File: src/design/mpqa_pkg.sv
// ----------------------------------------------------------------------------
// mpqa_pkg: shared definitions for the maximum-priority queue
// Sizes, operation and status codes, and the types that pass between the
// controller and the row of storage cells.
// ----------------------------------------------------------------------------
package mpqa_pkg;

  // Number of entries the queue can hold (2 to 15).
  localparam int CAPACITY = 8;
  // Bits needed to address one cell, and to count from zero up to CAPACITY.
  localparam int IDX_W    = $clog2(CAPACITY);
  localparam int CNT_W    = $clog2(CAPACITY + 1);

  localparam int KEY_W    = 8;
  localparam int TAG_W    = 32;
  localparam int OCC_W    = 4;

  // Operation codes carried on the func field.
  localparam logic FUNC_ENQ = 1'b0;
  localparam logic FUNC_DEQ = 1'b1;

  typedef enum logic [1:0] {
    STAT_ENQUEUED = 2'd0,
    STAT_FULL     = 2'd1,
    STAT_DEQUEUED = 2'd2,
    STAT_EMPTY    = 2'd3
  } status_t;

  typedef enum logic [1:0] {
    ST_IDLE,
    ST_SCAN,
    ST_FINISH
  } state_t;

  // One stored entry.
  typedef struct packed {
    logic [KEY_W-1:0] key;
    logic [TAG_W-1:0] name;
    logic [TAG_W-1:0] ident;
  } entry_t;

  // Running maximum as it travels along the row of cells.
  typedef struct packed {
    logic             found;
    logic [IDX_W-1:0] idx;
    entry_t           ent;
  } best_t;

  // Per-cell control from the controller.
  typedef struct packed {
    logic occupied;
    logic load;
    logic shift;
  } cell_ctrl_t;

endpackage

File: src/design/max_priority_queue_array.sv
// ----------------------------------------------------------------------------
// max_priority_queue_array: bounded maximum-priority queue in a cell row
// An item either enqueues a key with two tags or dequeues the largest key.
//
// Input channel (in_valid / in_stall): in_func selects enqueue or dequeue;
// the key and tags are ignored on a dequeue. One item is taken at a time, and
// in_stall stays high from acceptance until its result is committed.
// Result channel (out_valid / out_stall): one result item per input item,
// giving status, the dequeued entry (zero unless dequeued) and occupancy.
// The result sits in an output register, so the next item is accepted while
// an earlier result still waits to be taken.
// Sequence: an enqueue, a full enqueue or an empty dequeue goes from IDLE
// straight to FINISH. A dequeue first waits in SCAN while the running
// maximum travels one cell per cycle along the row to its last cell.
// When the receiver stalls, the result holds and the next item completes its
// work but waits in its final state until the output register frees.
// Reset (rst_n low, synchronous) empties the queue and drops any pending
// result; entry contents are left as they were and are never read empty.
// ----------------------------------------------------------------------------
module max_priority_queue_array (
  input  logic                       clk,
  input  logic                       rst_n,
  input  logic                       in_valid,
  output logic                       in_stall,
  input  logic                       in_func,
  input  logic [mpqa_pkg::KEY_W-1:0] in_entry_key,
  input  logic [mpqa_pkg::TAG_W-1:0] in_name_tag,
  input  logic [mpqa_pkg::TAG_W-1:0] in_ident_tag,
  output logic                       out_valid,
  input  logic                       out_stall,
  output logic [1:0]                 out_status,
  output logic [mpqa_pkg::KEY_W-1:0] out_key,
  output logic [mpqa_pkg::TAG_W-1:0] out_name_tag,
  output logic [mpqa_pkg::TAG_W-1:0] out_ident_tag,
  output logic [mpqa_pkg::OCC_W-1:0] out_occupancy
);

  // Cell i holds the entry inserted i-th among those still stored, so the
  // row is always in insertion order and a tie goes to the lower index.
  mpqa_pkg::entry_t                             ent    [mpqa_pkg::CAPACITY];
  mpqa_pkg::best_t                              best   [mpqa_pkg::CAPACITY];
  mpqa_pkg::cell_ctrl_t [mpqa_pkg::CAPACITY-1:0] cell_ctrl;
  mpqa_pkg::entry_t                             load_ent;

  mpqa_ctrl u_ctrl (
    .clk           (clk),
    .rst_n         (rst_n),
    .in_valid      (in_valid),
    .in_stall      (in_stall),
    .in_func       (in_func),
    .in_entry_key  (in_entry_key),
    .in_name_tag   (in_name_tag),
    .in_ident_tag  (in_ident_tag),
    .out_valid     (out_valid),
    .out_stall     (out_stall),
    .out_status    (out_status),
    .out_key       (out_key),
    .out_name_tag  (out_name_tag),
    .out_ident_tag (out_ident_tag),
    .out_occupancy (out_occupancy),
    .best_i        (best[mpqa_pkg::CAPACITY-1]),
    .cell_ctrl_o   (cell_ctrl),
    .load_ent_o    (load_ent)
  );

  // The running maximum enters at cell 0 with nothing found and leaves at
  // the last cell. On a dequeue every cell at or above the winner takes its
  // right neighbour's entry, closing the gap; the last cell
  // takes an empty entry, which is never read because it is now unoccupied.
  for (genvar i = 0; i < mpqa_pkg::CAPACITY; i++) begin : g_cell
    mpqa_pkg::entry_t right_ent;
    mpqa_pkg::best_t  best_in;

    if (i == mpqa_pkg::CAPACITY - 1) begin : g_last
      assign right_ent = '0;
    end else begin : g_mid
      assign right_ent = ent[i+1];
    end

    if (i == 0) begin : g_first
      assign best_in = '0;
    end else begin : g_rest
      assign best_in = best[i-1];
    end

    mpqa_cell u_cell (
      .clk       (clk),
      .rst_n     (rst_n),
      .cell_idx  (mpqa_pkg::IDX_W'(i)),
      .ctrl      (cell_ctrl[i]),
      .load_ent  (load_ent),
      .right_ent (right_ent),
      .ent_o     (ent[i]),
      .best_i    (best_in),
      .best_o    (best[i])
    );
  end

endmodule

File: src/design/mpqa_cell.sv
// ----------------------------------------------------------------------------
// mpqa_cell: one storage slot of the priority queue
// Holds one entry, loads a new one or takes its right neighbour's on a
// dequeue, and passes the running maximum on to the next cell.
// ----------------------------------------------------------------------------
module mpqa_cell (
  input  logic                      clk,
  input  logic                      rst_n,
  input  logic [mpqa_pkg::IDX_W-1:0] cell_idx,
  input  mpqa_pkg::cell_ctrl_t      ctrl,
  input  mpqa_pkg::entry_t          load_ent,
  input  mpqa_pkg::entry_t          right_ent,
  output mpqa_pkg::entry_t          ent_o,
  input  mpqa_pkg::best_t           best_i,
  output mpqa_pkg::best_t           best_o
);

  mpqa_pkg::entry_t ent_r;
  mpqa_pkg::best_t  best_r;
  mpqa_pkg::best_t  best_nxt;

  always_ff @(posedge clk) begin
    if (ctrl.load) begin
      ent_r <= load_ent;
    end else if (ctrl.shift) begin
      ent_r <= right_ent;
    end
  end

  // Strictly greater keeps the earlier entry on a tie.
  always_comb begin
    best_nxt = best_i;
    if (ctrl.occupied && (!best_i.found || (ent_r.key > best_i.ent.key))) begin
      best_nxt.found = 1'b1;
      best_nxt.idx   = cell_idx;
      best_nxt.ent   = ent_r;
    end
  end

  always_ff @(posedge clk) begin
    if (!rst_n) begin
      best_r.found <= 1'b0;
    end else begin
      best_r <= best_nxt;
    end
  end

  assign ent_o  = ent_r;
  assign best_o = best_r;

endmodule

File: src/design/mpqa_ctrl.sv
// ----------------------------------------------------------------------------
// mpqa_ctrl: sequencer and output register of the priority queue
// Takes one item at a time, waits for the maximum to settle along the cell
// row on a dequeue, updates the fill count and cells, and holds the result.
// ----------------------------------------------------------------------------
module mpqa_ctrl (
  input  logic                                    clk,
  input  logic                                    rst_n,
  input  logic                                    in_valid,
  output logic                                    in_stall,
  input  logic                                    in_func,
  input  logic [mpqa_pkg::KEY_W-1:0]              in_entry_key,
  input  logic [mpqa_pkg::TAG_W-1:0]              in_name_tag,
  input  logic [mpqa_pkg::TAG_W-1:0]              in_ident_tag,
  output logic                                    out_valid,
  input  logic                                    out_stall,
  output logic [1:0]                              out_status,
  output logic [mpqa_pkg::KEY_W-1:0]              out_key,
  output logic [mpqa_pkg::TAG_W-1:0]              out_name_tag,
  output logic [mpqa_pkg::TAG_W-1:0]              out_ident_tag,
  output logic [mpqa_pkg::OCC_W-1:0]              out_occupancy,
  input  mpqa_pkg::best_t                         best_i,
  output mpqa_pkg::cell_ctrl_t [mpqa_pkg::CAPACITY-1:0] cell_ctrl_o,
  output mpqa_pkg::entry_t                        load_ent_o
);

  mpqa_pkg::state_t                state_r, state_nxt;
  logic [mpqa_pkg::IDX_W-1:0]      cnt_r, cnt_nxt;
  logic [mpqa_pkg::CNT_W-1:0]      fill_r, fill_nxt;
  logic                            out_valid_r;
  logic                            op_r;
  mpqa_pkg::entry_t                ent_r;
  mpqa_pkg::status_t               status_r, status_nxt;
  logic [mpqa_pkg::KEY_W-1:0]      key_r, key_nxt;
  logic [mpqa_pkg::TAG_W-1:0]      name_r, name_nxt;
  logic [mpqa_pkg::TAG_W-1:0]      ident_r, ident_nxt;
  logic [mpqa_pkg::OCC_W-1:0]      occ_r;
  logic                            out_free;
  logic                            commit;
  logic                            enq_ok;
  logic                            deq_ok;

  assign in_stall = (state_r != mpqa_pkg::ST_IDLE);
  assign out_free = !out_valid_r || !out_stall;

  // Next state.
  always_comb begin
    state_nxt = state_r;
    unique case (state_r)
      mpqa_pkg::ST_IDLE: begin
        if (in_valid) begin
          if ((in_func == mpqa_pkg::FUNC_DEQ) && (fill_r != '0)) begin
            state_nxt = mpqa_pkg::ST_SCAN;
          end else begin
            state_nxt = mpqa_pkg::ST_FINISH;
          end
        end
      end
      mpqa_pkg::ST_SCAN: begin
        if (cnt_r == mpqa_pkg::IDX_W'(mpqa_pkg::CAPACITY - 1)) begin
          state_nxt = mpqa_pkg::ST_FINISH;
        end
      end
      mpqa_pkg::ST_FINISH: begin
        if (out_free) begin
          state_nxt = mpqa_pkg::ST_IDLE;
        end
      end
      default: state_nxt = mpqa_pkg::ST_IDLE;
    endcase
  end

  // Outputs: result, fill count update and cell control.
  always_comb begin
    commit     = (state_r == mpqa_pkg::ST_FINISH) && out_free;
    cnt_nxt    = (state_r == mpqa_pkg::ST_SCAN) ? cnt_r + 1'b1 : '0;
    fill_nxt   = fill_r;
    status_nxt = mpqa_pkg::STAT_ENQUEUED;
    key_nxt    = '0;
    name_nxt   = '0;
    ident_nxt  = '0;
    enq_ok     = 1'b0;
    deq_ok     = 1'b0;
    if (op_r == mpqa_pkg::FUNC_ENQ) begin
      if (fill_r == mpqa_pkg::CNT_W'(mpqa_pkg::CAPACITY)) begin
        status_nxt = mpqa_pkg::STAT_FULL;
      end else begin
        status_nxt = mpqa_pkg::STAT_ENQUEUED;
        enq_ok     = commit;
        fill_nxt   = fill_r + 1'b1;
      end
    end else begin
      if (fill_r == '0) begin
        status_nxt = mpqa_pkg::STAT_EMPTY;
      end else begin
        status_nxt = mpqa_pkg::STAT_DEQUEUED;
        key_nxt    = best_i.ent.key;
        name_nxt   = best_i.ent.name;
        ident_nxt  = best_i.ent.ident;
        deq_ok     = commit;
        fill_nxt   = fill_r - 1'b1;
      end
    end
    for (int i = 0; i < mpqa_pkg::CAPACITY; i++) begin
      cell_ctrl_o[i].occupied = (mpqa_pkg::CNT_W'(i) < fill_r);
      cell_ctrl_o[i].load     = enq_ok &&
                                (fill_r[mpqa_pkg::IDX_W-1:0] == mpqa_pkg::IDX_W'(i));
      cell_ctrl_o[i].shift    = deq_ok && (mpqa_pkg::IDX_W'(i) >= best_i.idx);
    end
  end

  always_ff @(posedge clk) begin
    if (!rst_n) begin
      state_r     <= mpqa_pkg::ST_IDLE;
      cnt_r       <= '0;
      fill_r      <= '0;
      out_valid_r <= 1'b0;
    end else begin
      state_r     <= state_nxt;
      cnt_r       <= cnt_nxt;
      out_valid_r <= commit || (out_valid_r && out_stall);
      if (commit) begin
        fill_r <= fill_nxt;
      end
    end
  end

  always_ff @(posedge clk) begin
    if ((state_r == mpqa_pkg::ST_IDLE) && in_valid) begin
      op_r      <= in_func;
      ent_r.key   <= in_entry_key;
      ent_r.name  <= in_name_tag;
      ent_r.ident <= in_ident_tag;
    end
    if (commit) begin
      status_r <= status_nxt;
      key_r    <= key_nxt;
      name_r   <= name_nxt;
      ident_r  <= ident_nxt;
      occ_r    <= mpqa_pkg::OCC_W'(fill_nxt);
    end
  end

  assign load_ent_o    = ent_r;
  assign out_valid     = out_valid_r;
  assign out_status    = status_r;
  assign out_key       = key_r;
  assign out_name_tag  = name_r;
  assign out_ident_tag = ident_r;
  assign out_occupancy = occ_r;

  a_fill_bound: assert property (@(posedge clk) disable iff (!rst_n)
    fill_r <= mpqa_pkg::CNT_W'(mpqa_pkg::CAPACITY))
    else $error("fill count above capacity");

  a_deq_found: assert property (@(posedge clk) disable iff (!rst_n)
    (commit && (op_r == mpqa_pkg::FUNC_DEQ) && (fill_r != '0)) |-> best_i.found)
    else $error("dequeue committed without a maximum from the cell row");

  a_commit_shows: assert property (@(posedge clk) disable iff (!rst_n)
    commit |=> out_valid_r)
    else $error("committed result not presented");

  a_empty_occ: assert property (@(posedge clk) disable iff (!rst_n)
    (out_valid_r && (status_r == mpqa_pkg::STAT_EMPTY)) |-> (occ_r == '0))
    else $error("empty result with non-zero occupancy");

endmodule

File: config.mk
export PLATFORM = sky130hd
export DESIGN_NAME = max_priority_queue_array
export DESIGN_NICKNAME = d
export VERILOG_FILES = /design/src/design/mpqa_pkg.sv /design/src/design/max_priority_queue_array.sv /design/src/design/mpqa_cell.sv /design/src/design/mpqa_ctrl.sv
export SDC_FILE = /design/constraint.sdc
export NUM_CORES = 1
export LEC_CHECK = 0
export BUFFER_PORTS_ARGS = -buffer_cell sky130_fd_sc_hd__buf_2
export CAP_MARGIN = 20
export CORE_ASPECT_RATIO = 0.8
export CORE_MARGIN = 4
export CORE_UTILIZATION = 67
export CTS_CLUSTER_DIAMETER = 50
export DETAILED_ROUTE_END_ITERATION = 16
export MAX_ROUTING_LAYER = met4
export PLACE_DENSITY_LB_ADDON = 0.08
export REMOVE_ABC_BUFFERS = 1
export SYNTH_ARGS = -nofsm -noshare
export SYNTH_HDL_FRONTEND = slang
export SYNTH_SLANG_ARGS = --single-unit
File: constraint.sdc
create_clock -name clk -period 18.68 [get_ports clk]
set_input_delay 0.934 -clock clk [delete_from_list [all_inputs] [get_ports clk]]
set_output_delay 0.934 -clock clk [all_outputs]
set_load 0.1 [all_outputs]
; ---- After elaboration in Yosys (flattened, before gate mapping)
; Index checks and enable logic that the tools add are counted.
[word_totals]
regBits = 1344
latchBits = 0
ram_bits = 0
romBits = 0
input_bits = 77
out_inout_bits = 80
elab_cells = 217
memories = 0
[classes]
add_sub_neg = 3
n_mul = 0
div = 0
order_cmp = 23
n_eq_ne = 14
n_shift = 0
muxes = 39
n_bitwise = 1
reduce_logical = 61
[op_table]
columns = op, count
row1 = 2-to-1 mux 72 bit, 17
row2 = 2-to-1 mux 76 bit, 7
row3 = > comparator 8 bit, 7
row4 = logical AND 1 bit, 27
row5 = nonzero test 2 bit, 9
row6 = "< comparator 3 x 4 -> 1 bit, first input constant", 4
row7 = "== test 3 bit, second input constant", 5
row8 = "greater-or-equal comparator 3 bit, first input constant", 4
row9 = 2-to-1 mux 4 bit, 3
row10 = 2-to-1 mux 2 bit, 5
row11 = zero test 1 bit, 9
row12 = logical OR 1 bit, 9
row13 = "< comparator 1 x 4 -> 1 bit, first input constant", 2
row14 = "< comparator 2 x 4 -> 1 bit, first input constant", 2
row15 = "== test 3 x 2 -> 1 bit, second input constant", 2
row16 = "greater-or-equal comparator 1 x 3 -> 1 bit, first input constant", 2
row17 = "greater-or-equal comparator 2 x 3 -> 1 bit, first input constant", 2
row18 = 2-to-1 mux 1 bit, 6
row19 = case mux 2 bit (3 select lines), 1
row20 = "adder 4 x 1 -> 4 bit, second input constant", 1
row21 = "== test 4 bit, second input constant", 1
row22 = zero test 4 bit, 1
row23 = "inequality test 2 x 1 -> 1 bit, second input constant", 2
row24 = nonzero test 4 bit, 1
row25 = 12 further kinds, 12

; ---- Logic depth before layout (Yosys ltp)
[logic_depth]
depth_word = 8
depth_mapped = 10
mapped_depth_nobuf = 7

; ---- Cells and area by module
; A second synthesis with hierarchy kept.
[hier_totals]
hier_cells = 3094
area_unflattened_um2 = 59338.2
[modules_own_cells]
columns = mod, n_inst, cells_per_inst, area_per_inst_um2, seq_area_each_um2
row1 = mpqa_cell, 8, 344, 6670.1, 4434.3
row2 = mpqa_ctrl, 1, 340, 5969.5, 4734.5
row3 = max_priority_queue_array, 1, 2, 7.5, 0.0

; ---- Least setup slack after synthesis
; No wires, ideal clock.
[synth_path]
kind = input -> register
from = input port out_stall
to = register g_cell[0].u_cell.ent_r (netlist bit g_cell[0].u_cell.ent_o[0]), enable pin
setup_ps = 698
t_arrival_ps = 9835
required_ps = 17982
slack_ps = 8147
path_stages = 6
path_buffers = 1
path_cell_list = nand2_1 nand2b_1 buf_2 inv_2 nand3_1 o41ai_1
[synth_between]
elab_chain_len = 7
word_cells_on_any_way = 10
cone_classes = mux: 4 / reduce/logical: 6
[synth_lines]
columns = element, line
row1 = start: declaration, max_priority_queue_array.sv:30  ; input logic out_stall,
row2 = zero test 1 bit *, mpqa_ctrl.sv:44  ; assign out_free = !out_valid_r || !out_stall;
row3 = logical OR 1 bit *, mpqa_ctrl.sv:44
row4 = logical AND 1 bit *, mpqa_ctrl.sv:75  ; commit = (state_r == mpqa_pkg::ST_FINISH) && out_free;
row5 = via u_ctrl.commit, mpqa_ctrl.sv:39  ; logic commit;
row6 = 2-to-1 mux 1 bit (on tied branches), "mpqa_ctrl.sv:93, mpqa_ctrl.sv:85"
row7 = 2-to-1 mux 1 bit, mpqa_ctrl.sv:84  ; if (op_r == mpqa_pkg::FUNC_ENQ) begin
row8 = logical AND 1 bit (on tied branches), "mpqa_ctrl.sv:108, mpqa_ctrl.sv:106"
row9 = nonzero test 2 bit (no line) *, --
row10 = end signal: assignment, mpqa_cell.sv:24  ; ent_r <= load_ent;
row11 = end signal: assignment, mpqa_cell.sv:26  ; ent_r <= right_ent;
row12 = end: declaration, mpqa_cell.sv:18  ; mpqa_pkg::entry_t ent_r;
; Mark *: on every way through the listed nets, which the timed path passes. The rest lies on a longest branch.
; A chain may end at the register's enable or synchronous reset.

; ---- Worst setup path in the final report
[layout_path]
from = register u_ctrl.fill_r[0] (netlist bit)
to = register g_cell[2].u_cell.ent_r (netlist bit g_cell[2].u_cell.ent_o[31]), enable pin
[layout_between]
elab_chain_len = 5
word_cells_on_any_way = 10
cone_classes = eq/ne: 2 / mux: 4 / reduce/logical: 4
[layout_lines]
columns = element, line
row1 = start: declaration, mpqa_ctrl.sv:29  ; logic [mpqa_pkg::CNT_W-1:0] fill_r, fill_nxt;
row2 = start signal: assignment, mpqa_ctrl.sv:123  ; fill_r <= fill_nxt;
row3 = == test 4 bit / zero test 4 bit (equally long branches), "mpqa_ctrl.sv:85, mpqa_ctrl.sv:93"
row4 = 2-to-1 mux 1 bit (on tied branches), "mpqa_ctrl.sv:85, mpqa_ctrl.sv:93"
row5 = 2-to-1 mux 1 bit, mpqa_ctrl.sv:84
row6 = logical AND 1 bit (on tied branches), "mpqa_ctrl.sv:106, mpqa_ctrl.sv:108"
row7 = nonzero test 2 bit (no line) *, --
row8 = end signal: assignment, mpqa_cell.sv:24
row9 = end signal: assignment, mpqa_cell.sv:26
row10 = end: declaration, mpqa_cell.sv:18
; Mark *: on every way between the ends. The rest lies on a longest branch, timed or not.

==> flow_summary.ini <==
[run_status]
outcome = finished, final reports clean

[min_path]
min_path_type = in2reg
hold_path_depth = 1
hp-start = in_name_tag[0]
min_to = u_ctrl.load_ent_o[32]$_DFFE_PP_

[floorplanning]
fp.dieH_um = 276.1
fp.dieArea_um2 = 94760
boundaryPins = 157
initial_utilization_pct = 67.45
coreArea_um2 = 89270
die_w_um = 343.2
rows = 98

[cts]
cts_tree = yes
max-clock-path-buffers = 3
cts_htree_levels = 4
clk_pin_slew_ns = 0.07
cts_buffers = 134
hold_buffers = 0
cts_sinks = 1337
cts_resized = 0
insertion_delay_ns = 0.73
postCtsSetupRepairBufs = 0
root_buffer = clkbuf_16

[setup_path]
rr_endpoint = g_cell[2].u_cell.ent_o[31]$_DFFE_PP_
arrival_ns = 5.09
startpoint = u_ctrl.fill_r[0]$_SDFFE_PN0P_
crit_path_end_kind = register
rrSetupSlack_ns = 13.92
crit_required_ns = 19.01
worstRegToRegCells = 8
cp_max_fo = 50
critPathKind = reg2reg
start_kind = register
rr_startpoint = u_ctrl.fill_r[0]$_SDFFE_PN0P_

[logic_synthesis]
ys_top_cells_by_area = edfxtp_1 66%, mux2_2 9.4%, a221o_1 8.4%
ys_seq_elements = 1337
avgSynthCellArea_um2 = 16.18
synth_edf_count = 1320
ys.flop_type = edfxtp_1
synth_top_area_cell = edfxtp_1
syn_area_um2 = 60210
yosysSeqAreaShare_pct = 66.40
netlist_instances = 3722
synth_top_area_share_pct = 65.83
yosysUniqueCellTypes = 53
yosysWarningCount = 0
synth-async-reset-ratio_pct = 0

[detailed_routing]
drt_wl_total_mm = 164.9
via_count = 39020
dr.first_iter.drc_count = 5290
antenna_left = 0
dr.pass1.iters = 6
routedWlPerCell_um = 32.43
drc = 0
viasPerCell = 7.674

[cells_and_area]
syn_to_final_growth_pct = 10.66
drive_gt1_share_pct = 25.03
register_area_um2 = 39980
final_common_cell = edfxtp_1
layout_common_cells = 1,320 x edfxtp_1, 505 x mux2_2, 504 x a22o_1, 504 x a221o_1, 155 x buf_2
layout.nets = 3934
multi_input_comb_area_um2 = 19090
nFillCells = 5342

[global_routing]
grt-busiest-layer = met2
grt_max_degree = 170
antenna_found_initial = 2
grtUsageMet3_pct = 7.626
grt_first_pass_wirelength_mm = 246.0
grt_overflow = 0
grt_usage_pct = 35.22
use_met1_pct = 47.65
grt_use_met2_pct = 53.73
grt_pass1_vias = 39000

[sta]
fin_crit_ns = 4.759
skew_ns = 0.03604
fin_tns_setup_ns = 0
final_hold_viol_count = 0
setup_viol = 0
worst_hold_slack_ns = 0.3759
slew_headroom_pct = 15.04
fin_crit_sh_pct = 25.47
slew_violations = 0
rsz0062_at_grt = false
max_freq_mhz = 210.1
tightest_slew_ns = 1.274

[place]
gp_congestion = 0.8711
dp_hpwl_mm = 87.11
place.port_buffers = 156

[power]
cellPowerDensity_nw_per_um2 = 186.7
total_power_w = 0.01244
p_leak_nw = 24.45
ir_drop_mv = 0.1911

[job]
maxCapViolCount = 0
[layer usage]
metal	up-vias	part of all wire, %
met5	-	0
li1	15940	-
met4	0	3.2
met3	420	13
met1	19720	37
met2	2947	47
[final cells by class]
| cell class | instances | area share [%] |
|---|---|---|
| Sequential cell | 1337 | 60.00 |
| Antenna cell | 1 | 0.003756 |
| Clock buffer | 171 | 5.337 |
| Timing Repair Buffer | 238 | 2.449 |
| Tap cell | 1200 | 2.253 |
| Clock inverter | 58 | 0.9089 |
| Inverter | 70 | 0.3981 |
| Multi-Input combinational cell | 2010 | 28.65 |
[flip-flops by register name (all words and copies together), names as in the netlist, 3 cells and up]
name and cells:
g_cell.u_cell.best_o 600, g_cell.u_cell.ent_o 576, u_ctrl.load_ent_o 72, u_ctrl.out_ident_tag 32
u_ctrl.out_name_tag 32, u_ctrl.out_key 8, u_ctrl.fill_r 4, u_ctrl.out_occupancy 4
u_ctrl.cnt_r 3
[where the power goes]
part | internal [W] | switching, W | leakage, nW
clock network | 0.00150 | 0.00114 | 2.01
logic | 0.00182 | 0.00278 | 9.80
registers | 0.00464 | 0.000563 | 12.6
[metrics by stage]
stage	area (um2)	setup WS (ns)	std cells	utilization (%)
detailed placement	62200	13.62	4845	69.68
CTS	66360	13.60	5074	74.34
floorplan	58950	8.121	3417	-
global placement	62170	13.90	4844	69.65
finish	66630	13.92	5085	74.64
global route	66630	13.76	5084	74.64
[cell families after synthesis]
kind of cell,after synthesis,synth area share (%)
AOI/OAI and AO/OA,1115,16.95
adders and majority gates,66,1.371
and+or+nand+nor,321,3.262
muxes,506,9.461
buffers and inverters,375,2.527
xor gates and xnor gates,2,0.02910
DFF,1337,66.40
[critical path, cell delays in order (launching register included)]
cell,delay [ns]
dfxtp_1,0.59
inv_1,0.15
ha_1,0.35
or3b_4,0.60
buf_12,0.28
nand3_1,0.57
a211o_1,0.49
nand2_4,0.32
buf_4,0.88
[worst max path at each step]
stage,endpoint,slack [ns],cells past startpoint
floorplan,g_cell[0].u_cell.ent_o[0]$_DFFE_PP_,8.12,5
global placement,g_cell[2].u_cell.ent_o[43]$_DFFE_PP_,13.90,7
detailed placement,g_cell[2].u_cell.ent_o[31]$_DFFE_PP_,13.62,7
CTS,g_cell[2].u_cell.ent_o[51]$_DFFE_PP_,13.60,7
global route,g_cell[2].u_cell.ent_o[29]$_DFFE_PP_,13.76,8
finish,g_cell[2].u_cell.ent_o[31]$_DFFE_PP_,13.92,8
[Yosys cell counts, drive strengths merged (3+ instances only)]
library cell     n
edfxtp        1320
mux2           505
a221o          504
a22o           504
clkbuf         192
and3           147
buf            113
and2            75
inv             70
ha              66
a21oi           27
nor2            26
nand2           25
o21ai           22
dfxtp           17
and4            12
a21o            11
nor2b            9
o21bai           9
nand3            7
o21a             7
o211a            6
o31ai            6
a211oi           4
a31o             4
nor3             4
nor4b            4
nor3b            3
Power figures use the tool's default switching activity.
